===== src/sv/twbf_pkg.sv =====
package twbf_pkg;

   localparam int DEFAULT_BUFFER_DEPTH = 32;
   localparam int DEFAULT_ADDR_BITS    = 48;
   localparam int FIELD_ADDR_W         = 48;
   localparam int DATA_W               = 64;
   localparam int FILTER_W             = 32;
   localparam int KIND_W               = 3;
   localparam logic [4:0] HASH_MASK    = 5'h1F;

   typedef enum logic [1:0] {
      FUNC_START  = 2'd0,
      FUNC_STORE  = 2'd1,
      FUNC_LOAD   = 2'd2,
      FUNC_COMMIT = 2'd3
   } func_type;

   typedef enum logic [KIND_W-1:0] {
      KIND_ACK       = 3'd0,
      KIND_LOAD      = 3'd1,
      KIND_WRITEBACK = 3'd2,
      KIND_EMPTY     = 3'd3,
      KIND_OVERFLOW  = 3'd4
   } kind_type;

   // Per-cell control from the sequencer.
   typedef struct packed {
      logic shift;
      logic write;
   } cell_ctrl_type;

   // Filter bit index from the low address bits: ((a>>2)^(a>>5)) & 0x1F.
   function automatic logic [4:0] filter_index(logic [9:0] a);
      return (a[6:2] ^ a[9:5]) & HASH_MASK;
   endfunction

endpackage


===== src/sv/twbf_cell.sv =====
module twbf_cell
   import twbf_pkg::*;
#(
   parameter int ADDR_BITS = DEFAULT_ADDR_BITS
) (
   input  logic                 clock,
   input  cell_ctrl_type        ctrl,
   input  logic [ADDR_BITS-1:0] wr_addr,
   input  logic [DATA_W-1:0]    wr_data,
   input  logic [ADDR_BITS-1:0] nbr_addr,
   input  logic [DATA_W-1:0]    nbr_data,
   input  logic [ADDR_BITS-1:0] key,
   output logic [ADDR_BITS-1:0] addr_ff,
   output logic [DATA_W-1:0]    data_ff,
   output logic                 match_ff
);

   logic [ADDR_BITS-1:0] addr_in;
   logic [DATA_W-1:0]    data_in;

   // During a commit the whole row moves one place toward the head for each word sent.
   always_comb begin
      addr_in = addr_ff;
      data_in = data_ff;
      if (ctrl.shift) begin
         addr_in = nbr_addr;
         data_in = nbr_data;
      end else if (ctrl.write) begin
         addr_in = wr_addr;
         data_in = wr_data;
      end
   end

   always_ff @(posedge clock) begin
      addr_ff  <= addr_in;
      data_ff  <= data_in;
      match_ff <= (addr_ff == key);
   end

endmodule


===== config.mk =====
export PLATFORM = sky130hd
export DESIGN_NAME = twbf_cell
export DESIGN_NICKNAME = d
export VERILOG_FILES = /design/src/sv/twbf_pkg.sv /design/src/sv/twbf_cell.sv
export SDC_FILE = /design/constraint.sdc
export NUM_CORES = 1
export LEC_CHECK = 0
export BUFFER_PORTS_ARGS = -buffer_cell sky130_fd_sc_hd__buf_2
export CAP_MARGIN = 15
export CORE_AREA = 2 2 149 151
export CTS_CLUSTER_SIZE = 30
export DETAILED_ROUTE_END_ITERATION = 16
export DIE_AREA = 0 0 151 153
export PLACE_DENSITY = 0.6
export SLEW_MARGIN = 15
export SYNTH_ARGS = -nofsm -noshare
export SYNTH_HDL_FRONTEND = slang
export SYNTH_SLANG_ARGS = --single-unit

===== constraint.sdc =====
create_clock -name clock -period 2.6 [get_ports clock]
set_input_delay 0.52 -clock clock [delete_from_list [all_inputs] [get_ports clock]]
set_output_delay 0.52 -clock clock [all_outputs]
set_load 0.02 [all_outputs]

# Word level (Yosys, flattened, before mapping)
# Index checks and enable logic that the tools add are counted.
# totals
wordCells	9
regBits	113
output_inout_bits	113
latchBits	0
ram_bits	0
memories	0
rom_bits	0
# op_classes
addsub	0
n_bitwise	0
n_mux	4
order_cmp	0
n_reduce_logical	1
multipliers	0
n_shift	0
div_mod_pow	0
n_eq_ne	1
# op_table
operator	count
64-bit 2-to-1 mux	2
48-bit 2-to-1 mux	2
48-bit equality test	1
2-bit nonzero test	1

# Longest topological paths before layout
# Gate-level depths: netlist (run 1).
# logic_depth
depth_word	2
depth_mapped	4

# Least setup slack after synthesis (run 1)
# OpenSTA, ideal clock, no wires.
# synth_path
path_kind	input port to flip-flop
start	in ctrl[1] (netlist name)
end	reg addr_ff[0], enable pin
t_arrival_ns	2.333
cell_stages	4
required_ns	2.177
setup_slack_ns	-0.157
cell_sequence	buf_2 > buf_6 > buf_6 > or2_2
# synth_between
elab_chain_cells	1
# synth_rtl
item	line	rtl
start, declared	twbf_cell.sv:7	input cell_ctrl_type ctrl,
2-bit nonzero test (no line)	--	
end signal, assigned	twbf_cell.sv:35	addr_ff <= addr_in;
end, declared	twbf_cell.sv:13	output logic [ADDR_BITS-1:0] addr_ff,
# No other way between the ends.
# A chain may end at the register's enable or synchronous reset.

# Final worst setup path (run 1)
# layout_path
start	reg addr_ff[45]
end	reg match_ff
# layout_between
elab_chain_cells	1
# layout_rtl
item	line	rtl
48-bit equality test	twbf_cell.sv:37	match_ff <= (addr_ff == key);
end signal, assigned	twbf_cell.sv:37	
end, declared	twbf_cell.sv:15	output logic match_ff
# No other way between the ends.

==> flow_metrics.env, run 1 <==
export IMPL_outcome="complete, no violations"
export IMPL_num_nets_final=980
export IMPL_crit_fanout=2
export IMPL_fp_dieW_um=151
export IMPL_path_clk_slew_ps=60
export IMPL_clock_fmax_ghz=0.550
export IMPL_num_rows=54
export IMPL_core_mm2=0.0215
export IMPL_area_growth_pct=54.4
export IMPL_synthCells=303
export IMPL_numCtsBuffers=17
export IMPL_cts_tree="yes"
export IMPL_hold_buffers=0
export IMPL_arrival_ps=2150
export IMPL_slew_viol_final=0
export IMPL_dr_total_vias=4101
export IMPL_yosysUniqueCellTypes=11
export IMPL_grt_pass1_vias=4430
export IMPL_fin_crit_sh_pct=70.0
export IMPL_crit_chain="xor2_1, nor4_1, nand4_1, nor3_2"
export IMPL_start_util_pct=24.6
export IMPL_design_power_total_mw=5.59
export IMPL_drive_above_1_share_pct=74.1
export IMPL_finalSetupViolCount=0
export IMPL_dieArea_mm2=0.0231
export IMPL_grt_antenna_before_repair=0
export IMPL_routedWlPerCell_um=16.1
export IMPL_ios=388
export IMPL_port_buffers=387
export IMPL_clk_latency_ps=400
export IMPL_ant_nets=0
export IMPL_hold_viol_final=0
export IMPL_finalSetupTns_ps=0
export IMPL_drcViolationCount=0
export IMPL_synth_area_mm2=0.00529
export IMPL_final_common_cell="buf_2"
export IMPL_clock_sinks=113
export IMPL_slew_headroom_pct=49.9
export IMPL_hpwl_um=12800
export IMPL_syn_num_nets=578
export IMPL_hp_class="in -> reg"
export IMPL_cts_root_buf="clkbuf_16"
export IMPL_wl_um=16100
export IMPL_crit_type="reg -> reg"
export IMPL_grt_ovfl_total=0
export IMPL_drt_first_iter_violations=122
export IMPL_cts_resized=0
export IMPL_start_kind="flip-flop"
export IMPL_antenna_cells=0
export IMPL_yosys_warnings=0
export IMPL_period_needed_ps=1820
export IMPL_synth_area_per_cell_um2=17.5
export IMPL_grt_start_max_net_pins=60
export IMPL_grt_pass1_wl_um=23500
export IMPL_place_gp_congestion=0.817
export IMPL_clock_skew_ps=6.42
export IMPL_slowest_delay_ps=660
export IMPL_placed_cells=966
export IMPL_tightest_slew_ps=744
export IMPL_clockBufferDepth=2
export IMPL_viasPerCell=4.11
export IMPL_layout_common_cells="386 x buf_2, 112 x edfxtp_1, 105 x mux2_2, 48 x xor2_1, 17 x clkbuf_16"
export IMPL_end_kind="flip-flop"
export IMPL_grt_usage_pct=13.6
export IMPL_die_h_um=153
export IMPL_crit_slowest_cell="nor4_1"
export IMPL_post_cts_buffers=0
export IMPL_ir_worst_vdd_mv=0.379
export IMPL_leakage_nw=3.66
export IMPL_critPathRequiredTime_ps=2930
export IMPL_dr_pass1_iters=4
export IMPL_instances_no_fill=998
export IMPL_rsz0062_at_grt="false"
export IMPL_drv_cap=0
export IMPL_h_tree_depth=4
export IMPL_yosysSeqAreaShare_pct=64.0
export IMPL_p_per_area_mw_per_mm2=685
export IMPL_synth_seq_cells=113
[through the flow]
step,cell area (um2),util (%),worst slack (ps),hold WS [ps]
detailed placement,7600,35.4,546,762
global route,8170,38.0,625,378
global placement,7600,35.4,553,746
finish,8170,38.0,780,399
floorplan,5290,-,401,721
CTS,8170,38.0,669,377
[cell families after synthesis]
logic type / count (synthesis) / share of synthesized area [%]
buffers and inverters: 13 / 2.18
XOR/XNOR: 48 / 7.95
flip-flops: 113 / 64.0
AND/OR/NAND/NOR: 17 / 2.08
multiplexers: 112 / 23.8
[final timing paths]
check / start / to / slack (ps) / cells past startpoint
worst min register to register: addr_ff[28] / match_ff / 750 / 4
worst max register to register: addr_ff[45] / match_ff / 780 / 4
worst max-delay path: addr_ff[45] / match_ff / 780 / 4
worst min-delay path: wr_addr[42] / addr_ff[42] / 400 / 2
[worst max-delay path: cells and delay by family, from the launching register on]
kind	cells	cell delay, ps
xor gates and xnor gates	1	180
DFF	1	480
and+or+nand+nor	3	1090
[power by group]
group | internal (mW) | total (mW) | leakage (nW) | switching, mW
sequential | 2.24 | 2.34 | 1.15 | 0.0996
combinational | 0.461 | 1.00 | 2.25 | 0.543
clock | 1.40 | 2.25 | 0.263 | 0.852
[flip-flops by register name, indices dropped and copies added, names as in the netlist]
signal	count
data_ff	64
addr_ff	48
match_ff	1
[layer usage]
layer / GRT usage, % / wire length, um / vias up
met4: 4.32 / 236 / 0
met5: 0 / 0 / -
met1: 14.4 / 5880 / 1874
li1: - / - / 1978
met3: 4.78 / 1570 / 15
met2: 25.0 / 8430 / 234
[synth_stat cells]
| library cell | n | area [um2] |
|---|---|---|
| mux2_2 | 105 | 1180 |
| or2_2 | 1 | 6.26 |
| nor3_2 | 1 | 10.0 |
| nor4_1 | 12 | 75.1 |
| nand4_1 | 3 | 18.8 |
| buf_6 | 8 | 90.1 |
| edfxtp_1 | 112 | 3360 |
| buf_2 | 5 | 25.0 |
| mux2_1 | 7 | 78.8 |
| dfxtp_1 | 1 | 20.0 |
| xor2_1 | 48 | 420 |
[area by class of cell]
type	count	area (um2)
fillers	2087	13300
flip-flops and latches	113	3380
repair buffers	396	2070
multi-input cells	177	1790
clock buffers	17	425
well taps	280	350
clock inverters	15	145
Power figures use the tool's default switching activity.
==> run 2, diff against run 1 <==
--- a/config.mk
+++ b/config.mk
@@ -5,13 +5,14 @@
 export SDC_FILE = /design/constraint.sdc
 export NUM_CORES = 1
 export LEC_CHECK = 0
+export ABC_AREA = 1
 export BUFFER_PORTS_ARGS = -buffer_cell sky130_fd_sc_hd__buf_2
 export CAP_MARGIN = 15
-export CORE_AREA = 2 2 149 151
+export CORE_AREA = 2 2 152 154
 export CTS_CLUSTER_SIZE = 30
 export DETAILED_ROUTE_END_ITERATION = 16
-export DIE_AREA = 0 0 151 153
-export PLACE_DENSITY = 0.6
+export DIE_AREA = 0 0 154 156
+export PLACE_DENSITY = 0.58
 export SLEW_MARGIN = 15
 export SYNTH_ARGS = -nofsm -noshare
 export SYNTH_HDL_FRONTEND = slang
==> constraint.sdc (replaced) <==
create_clock -name clock -period 1.8 [get_ports clock]
set_input_delay 0.36 -clock clock [delete_from_list [all_inputs] [get_ports clock]]
set_output_delay 0.36 -clock clock [all_outputs]
set_load 0.02 [all_outputs]
==> run 2 against run 1 <==
Net effect: clock power is 45% higher; clock skew increased by 0.57 ps; synthesized area grew 4.3%; synthesized cell count grew 94%; count of clock-buffer cells in the layout is 2 higher; hold slack lost 180 ps; non-clock buffer count shrank 2; cell area is 1.5% higher; largest cell class unchanged.
==> flow_metrics.env, run 2 <==
export IMPL_outcome="complete, no violations"
export IMPL_grt_pass1_wl_um=26500
export IMPL_ant_nets=0
export IMPL_synth_area_leaders="edfxtp_1 61%, nand2_1 25%, xnor2_1 6.7%"
export IMPL_start_kind="flip-flop"
export IMPL_cts_root_buf="clkbuf_16"
export IMPL_top_usage_layer="met2"
export IMPL_layout_common_cells="386 x buf_2, 366 x nand2_1, 112 x edfxtp_1, 42 x xnor2_1, 17 x clkbuf_16"
export IMPL_die_h_um=156
export IMPL_slew_headroom_pct=51.1
export IMPL_crit_type="reg -> out"
export IMPL_rr_worst_depth=7
export IMPL_min_path_cells=3
export IMPL_top_register="data_ff"
export IMPL_final_common_cell="buf_2"
export IMPL_crit_slowest_cell="edfxtp_1"
export IMPL_grt_ovfl_total=0
export IMPL_rrSetupSlack_ps=560
export IMPL_synth_edf_count=112
export IMPL_wl_um=18000
export IMPL_synth_most_common_cell="nand2_1"
export IMPL_cts_resized=0
export IMPL_end_kind="output port"
export IMPL_tightest_slew_ps=733
export IMPL_port_buffers=387
export IMPL_arrival_ps=1060
export IMPL_leakage_nw=4.26
export IMPL_clock_skew_ps=6.99
export IMPL_use_met1_pct=15.6
export IMPL_cpLargestDelayFamily="flip-flops"
export IMPL_grt_use_met2_pct=26.9
export IMPL_antenna_cells=0
export IMPL_synth_async_sr_flop_share_pct=0
export IMPL_synth_area_per_cell_um2=9.40
export IMPL_clk_latency_ps=400
export IMPL_fin_util_pct=37.1
export IMPL_routedWlPerCell_um=14.2
export IMPL_crit_chain="buf_2"
export IMPL_clock_fmax_ghz=0.706
export IMPL_top_regs="data_ff: 64 flops, addr_ff: 48 flops, match_ff: 1 flops"
export IMPL_rsz0062_at_grt="false"
export IMPL_numCtsBuffers=17
export IMPL_area_growth_pct=50.4
export IMPL_finalSetupViolCount=0
export IMPL_synthCells=587
export IMPL_hold_buffers=0
export IMPL_crit_cells=1
export IMPL_post_synth_top_area_cell="edfxtp_1"
export IMPL_grtUsageMet3_pct=5.33
export IMPL_yosysSeqAreaShare_pct=61.3
export IMPL_dieArea_mm2=0.0240
export IMPL_fp_dieW_um=154
export IMPL_r2r_start="addr_ff[14]"
export IMPL_r2r_end="match_ff"
export IMPL_dpl_instance_area_mm2=0.00772
export IMPL_critPathRequiredTime_ps=1440
export IMPL_yosysUniqueCellTypes=13
export IMPL_largest_register_ff_count=64
export IMPL_synth_commonest_cells="366 x nand2_1, 112 x edfxtp_1, 42 x xnor2_1"
export IMPL_crit_fanout=2
export IMPL_place_gp_congestion=0.787
export IMPL_worstHoldStart="wr_data[10]"
export IMPL_synthFlopType="edfxtp_1"
export IMPL_hold_viol_final=0
export IMPL_post_cts_buffers=0
export IMPL_core_mm2=0.0224
export IMPL_dr_total_vias=5177
export IMPL_yosys_warnings=0
export IMPL_drv_cap=0
export IMPL_yosysTopAreaCellShare_pct=61.0
export IMPL_cts_tree="yes"
export IMPL_fin_crit_sh_pct=78.7
export IMPL_drcViolationCount=0
export IMPL_num_rows=55
export IMPL_synth_seq_cells=113
export IMPL_path_clk_slew_ps=60
export IMPL_path_buf_inv=1
export IMPL_grt_usage_pct=14.6
export IMPL_hpwl_um=14100
export IMPL_num_nets_final=1250
export IMPL_period_needed_ps=1420
export IMPL_instances_no_fill=1273
export IMPL_ios=388
export IMPL_drt_first_iter_violations=271
export IMPL_syn_num_nets=862
export IMPL_dr_pass1_iters=4
export IMPL_worst_hold_path_endpoint="data_ff[10]"
export IMPL_viasPerCell=4.07
export IMPL_grt_pass1_vias=4971
export IMPL_h_tree_depth=4
export IMPL_clock_sinks=113
export IMPL_synth_area_mm2=0.00552
export IMPL_drive_above_1_share_pct=44.1
export IMPL_slew_viol_final=0
export IMPL_ir_worst_vdd_mv=0.557
export IMPL_start_util_pct=24.7
export IMPL_hp_class="in -> reg"
export IMPL_grt_start_max_net_pins=65
export IMPL_p_per_area_mw_per_mm2=987
export IMPL_placed_cells=1241
export IMPL_slowest_delay_ps=460
export IMPL_final_area_mm2=0.00829
export IMPL_clockBufferDepth=2
export IMPL_grt_antenna_before_repair=1
==> run 2: worst max-delay path by stage <==
| stage | from | end |
|---|---|---|
| floorplan | ctrl[1] | addr_ff[0] |
| global placement | ctrl[1] | data_ff[32] |
| detailed placement | ctrl[1] | data_ff[35] |
| CTS | addr_ff[16] | addr_ff[16] |
| global route | addr_ff[47] | addr_ff[47] |
| finish | addr_ff[46] | addr_ff[46] |
==> run 2: routing by layer <==
| metal | share of wire (%) | vias to the layer above |
|---|---|---|
| met1 | 38 | 2284 |
| met2 | 52 | 241 |
| met3 | 8.2 | 13 |
| met4 | 1.3 | 2 |
| li1 | - | 2637 |
| met5 | 0.072 | - |
==> run 2: stage by stage <==
stage | setup slack [ps] | hold WS (ps) | setup TNS, ps | power (mW)
after floorplan | -22.6 | 533 | -2530 | 4.26
after CTS | 343 | 186 | 0 | 8.34
after global placement | 327 | 623 | 0 | 4.98
after detailed placement | 314 | 627 | 0 | 5.00
after global routing | 320 | 190 | 0 | 8.59
final | 383 | 217 | 0 | 8.19
==> run 2: final cells by class <==
type	instances	area (um2)
inverter	13	51.3
sequential	113	3380
timing repair buffer	394	2040
clock buffer	19	433
fill	2368	14100
tap	285	357
clock inverter	13	139
multi-input combinational	436	1890
==> run 2: kinds of logic (layout without fill, tap and decap cells) <==
kind of cell | after synthesis | in the layout | synth area share [%]
XOR/XNOR | 42 | 42 | 6.67
flip-flops | 113 | 113 | 61.3
AND/OR/NAND/NOR | 394 | 394 | 27.5
buffers and inverters | 38 | 439 | 4.45
==> run 2: report_power, final <==
part | leakage (nW) | internal [mW] | switching [mW]
sequential | 1.16 | 3.24 | 0.136
combinational | 2.84 | 0.624 | 0.926
clock | 0.267 | 2.04 | 1.23
total | 4.26 | 5.89 | 2.29
==> run 3, diff against run 2 <==
--- a/config.mk
+++ b/config.mk
@@ -12,7 +12,7 @@
 export CTS_CLUSTER_SIZE = 30
 export DETAILED_ROUTE_END_ITERATION = 16
 export DIE_AREA = 0 0 154 156
-export PLACE_DENSITY = 0.58
+export PLACE_DENSITY = 0.6
 export SLEW_MARGIN = 15
 export SYNTH_ARGS = -nofsm -noshare
 export SYNTH_HDL_FRONTEND = slang
==> constraint.sdc (replaced) <==
create_clock -name clock -period 1.3 [get_ports clock]
set_input_delay 0.26 -clock clock [delete_from_list [all_inputs] [get_ports clock]]
set_output_delay 0.26 -clock clock [all_outputs]
set_load 0.02 [all_outputs]
==> run 3 against run 2 <==
Net effect: the flow now finishes with violations (setup timing); setup slack lost 420 ps; sequential power increased by 39%; hold slack worse by 100 ps; clock power rose by 30%; count of clock-buffer cells in the layout up 1.
==> flow_metrics.env, run 3 (synthesis results as in run 2) <==
export IMPL_cts_tree="yes"
export IMPL_num_nets_final=1260
export IMPL_cts_root_buf="clkbuf_16"
export IMPL_crit_cells=1
export IMPL_dieArea_mm2=0.0240
export IMPL_r2r_end="match_ff"
export IMPL_start_kind="flip-flop"
export IMPL_min_path_cells=3
export IMPL_drt_first_iter_violations=274
export IMPL_grt_pass1_wl_um=26300
export IMPL_area_growth_pct=53.9
export IMPL_hold_buffers=0
export IMPL_path_buf_inv=1
export IMPL_r2r_start="addr_ff[43]"
export IMPL_critPathRequiredTime_ps=1040
export IMPL_end_kind="output port"
export IMPL_drive_above_1_share_pct=44.6
export IMPL_ios=388
export IMPL_top_register="data_ff"
export IMPL_clock_sinks=113
export IMPL_tightest_slew_ps=545
export IMPL_fp_dieW_um=154
export IMPL_start_util_pct=24.7
export IMPL_slowest_delay_ps=500
export IMPL_hold_viol_final=0
export IMPL_wl_um=17900
export IMPL_final_common_cell="nand2_1"
export IMPL_grt_start_max_net_pins=60
export IMPL_hpwl_um=13900
export IMPL_arrival_ps=1070
export IMPL_grt_ovfl_total=0
export IMPL_clock_skew_ps=6.69
export IMPL_viasPerCell=4.07
export IMPL_crit_slowest_cell="edfxtp_1"
export IMPL_period_needed_ps=1330
export IMPL_clk_latency_ps=400
export IMPL_ant_nets=0
export IMPL_antenna_cells=0
export IMPL_rrSetupSlack_ps=50
export IMPL_outcome="finished with violations"
export IMPL_slew_viol_final=0
export IMPL_grt_pass1_vias=5042
export IMPL_ir_worst_vdd_mv=0.682
export IMPL_whs_ps=117
export IMPL_grt_usage_pct=14.4
export IMPL_crit_type="reg -> out"
export IMPL_clock_fmax_ghz=0.750
export IMPL_drcViolationCount=0
export IMPL_rsz0062_at_grt="true"
export IMPL_crit_chain="buf_6"
export IMPL_grt_antenna_before_repair=0
export IMPL_layout_common_cells="366 x nand2_1, 361 x buf_2, 112 x edfxtp_1, 42 x xnor2_1, 25 x buf_6"
export IMPL_drv_cap=0
export IMPL_num_rows=55
export IMPL_place_gp_congestion=0.810
export IMPL_largest_register_ff_count=64
export IMPL_dr_total_vias=5221
export IMPL_h_tree_depth=4
export IMPL_violations="setup timing"
export IMPL_port_buffers=387
export IMPL_die_h_um=156
export IMPL_path_clk_slew_ps=60
export IMPL_worst_slack_ps=-33.3
export IMPL_instances_no_fill=1283
export IMPL_hp_class="in -> reg"
export IMPL_finalSetupViolCount=2
export IMPL_worstHoldStart="wr_data[13]"
export IMPL_numCtsBuffers=17
export IMPL_slew_headroom_pct=63.6
export IMPL_leakage_nw=4.35
export IMPL_cpLargestDelayFamily="flip-flops"
export IMPL_rr_worst_depth=6
export IMPL_placed_cells=1243
export IMPL_clockBufferDepth=2
export IMPL_dr_pass1_iters=4
export IMPL_routedWlPerCell_um=14.0
export IMPL_p_per_area_mw_per_mm2=1320
export IMPL_crit_fanout=2
export IMPL_fin_crit_sh_pct=103
export IMPL_worst_hold_path_endpoint="data_ff[13]"
export IMPL_core_mm2=0.0224
export IMPL_top_regs="data_ff: 64 flops, addr_ff: 48 flops, match_ff: 1 flops"
-- run 3: final cells by class --
class                   instances  area, um2
fillers                      2312      13900
multi-input cells             436       1890
flip-flops and latches        113       3380
repair buffers                404       2270
well taps                     285        357
clock buffers                  20        437
clock inverters                12       93.8
inverters                      13       51.3
-- run 3: repair_timing --
| action | CTS | global route |
|---|---|---|
| cloned | 0 | 0 |
| setup endpoints to repair | 13 | 27 |
| pin swaps | 0 | 2 |
| gates resized for setup | 20 | 31 |
| buffers inserted | 6 | 2 |
-- run 3: worst max-delay path by stage --
stage,startpoint,end,slack (ps)
2_1_floorplan,ctrl[1],addr_ff[0],-420
3_3_place_gp,ctrl[1],data_ff[27],-20
3_5_place_dp,ctrl[1],data_ff[27],-40
4_1_cts,addr_ff[46],addr_ff[46],-60
5_1_grt,addr_ff[10],match_ff,-100
6_report,addr_ff[42],addr_ff[42],-30
-- run 3: per-layer routing --
metal	part of all wire, %	vias to the layer above	GRT usage (%)	wire (um)
met2	50	259	25.8	9050
met1	39	2290	15.7	7050
met3	8.9	15	5.33	1590
met5	0	-	0	0
li1	-	2657	-	-
met4	1.4	0	4.81	252
-- run 3: metrics by stage --
stage | setup slack (ps) | total power [mW] | utilization (%) | instance area (um2) | setup TNS [ps]
floorplan | -423 | 5.90 | - | 5520 | -47330
detailed placement | -44.1 | 6.92 | 34.6 | 7740 | -44.1
global placement | -16.5 | 6.88 | 34.6 | 7740 | -16.5
global route | -97.9 | 11.8 | 37.9 | 8490 | -481
CTS | -60.0 | 11.3 | 37.4 | 8380 | -187
finish | -33.3 | 11.2 | 37.9 | 8490 | -35.8
-- run 3: power by group --
group,total [mW],switching (mW),internal (mW)
Sequential,4.69,0.210,4.48
Combinational,2.28,1.29,0.996
Clock,4.24,1.65,2.59
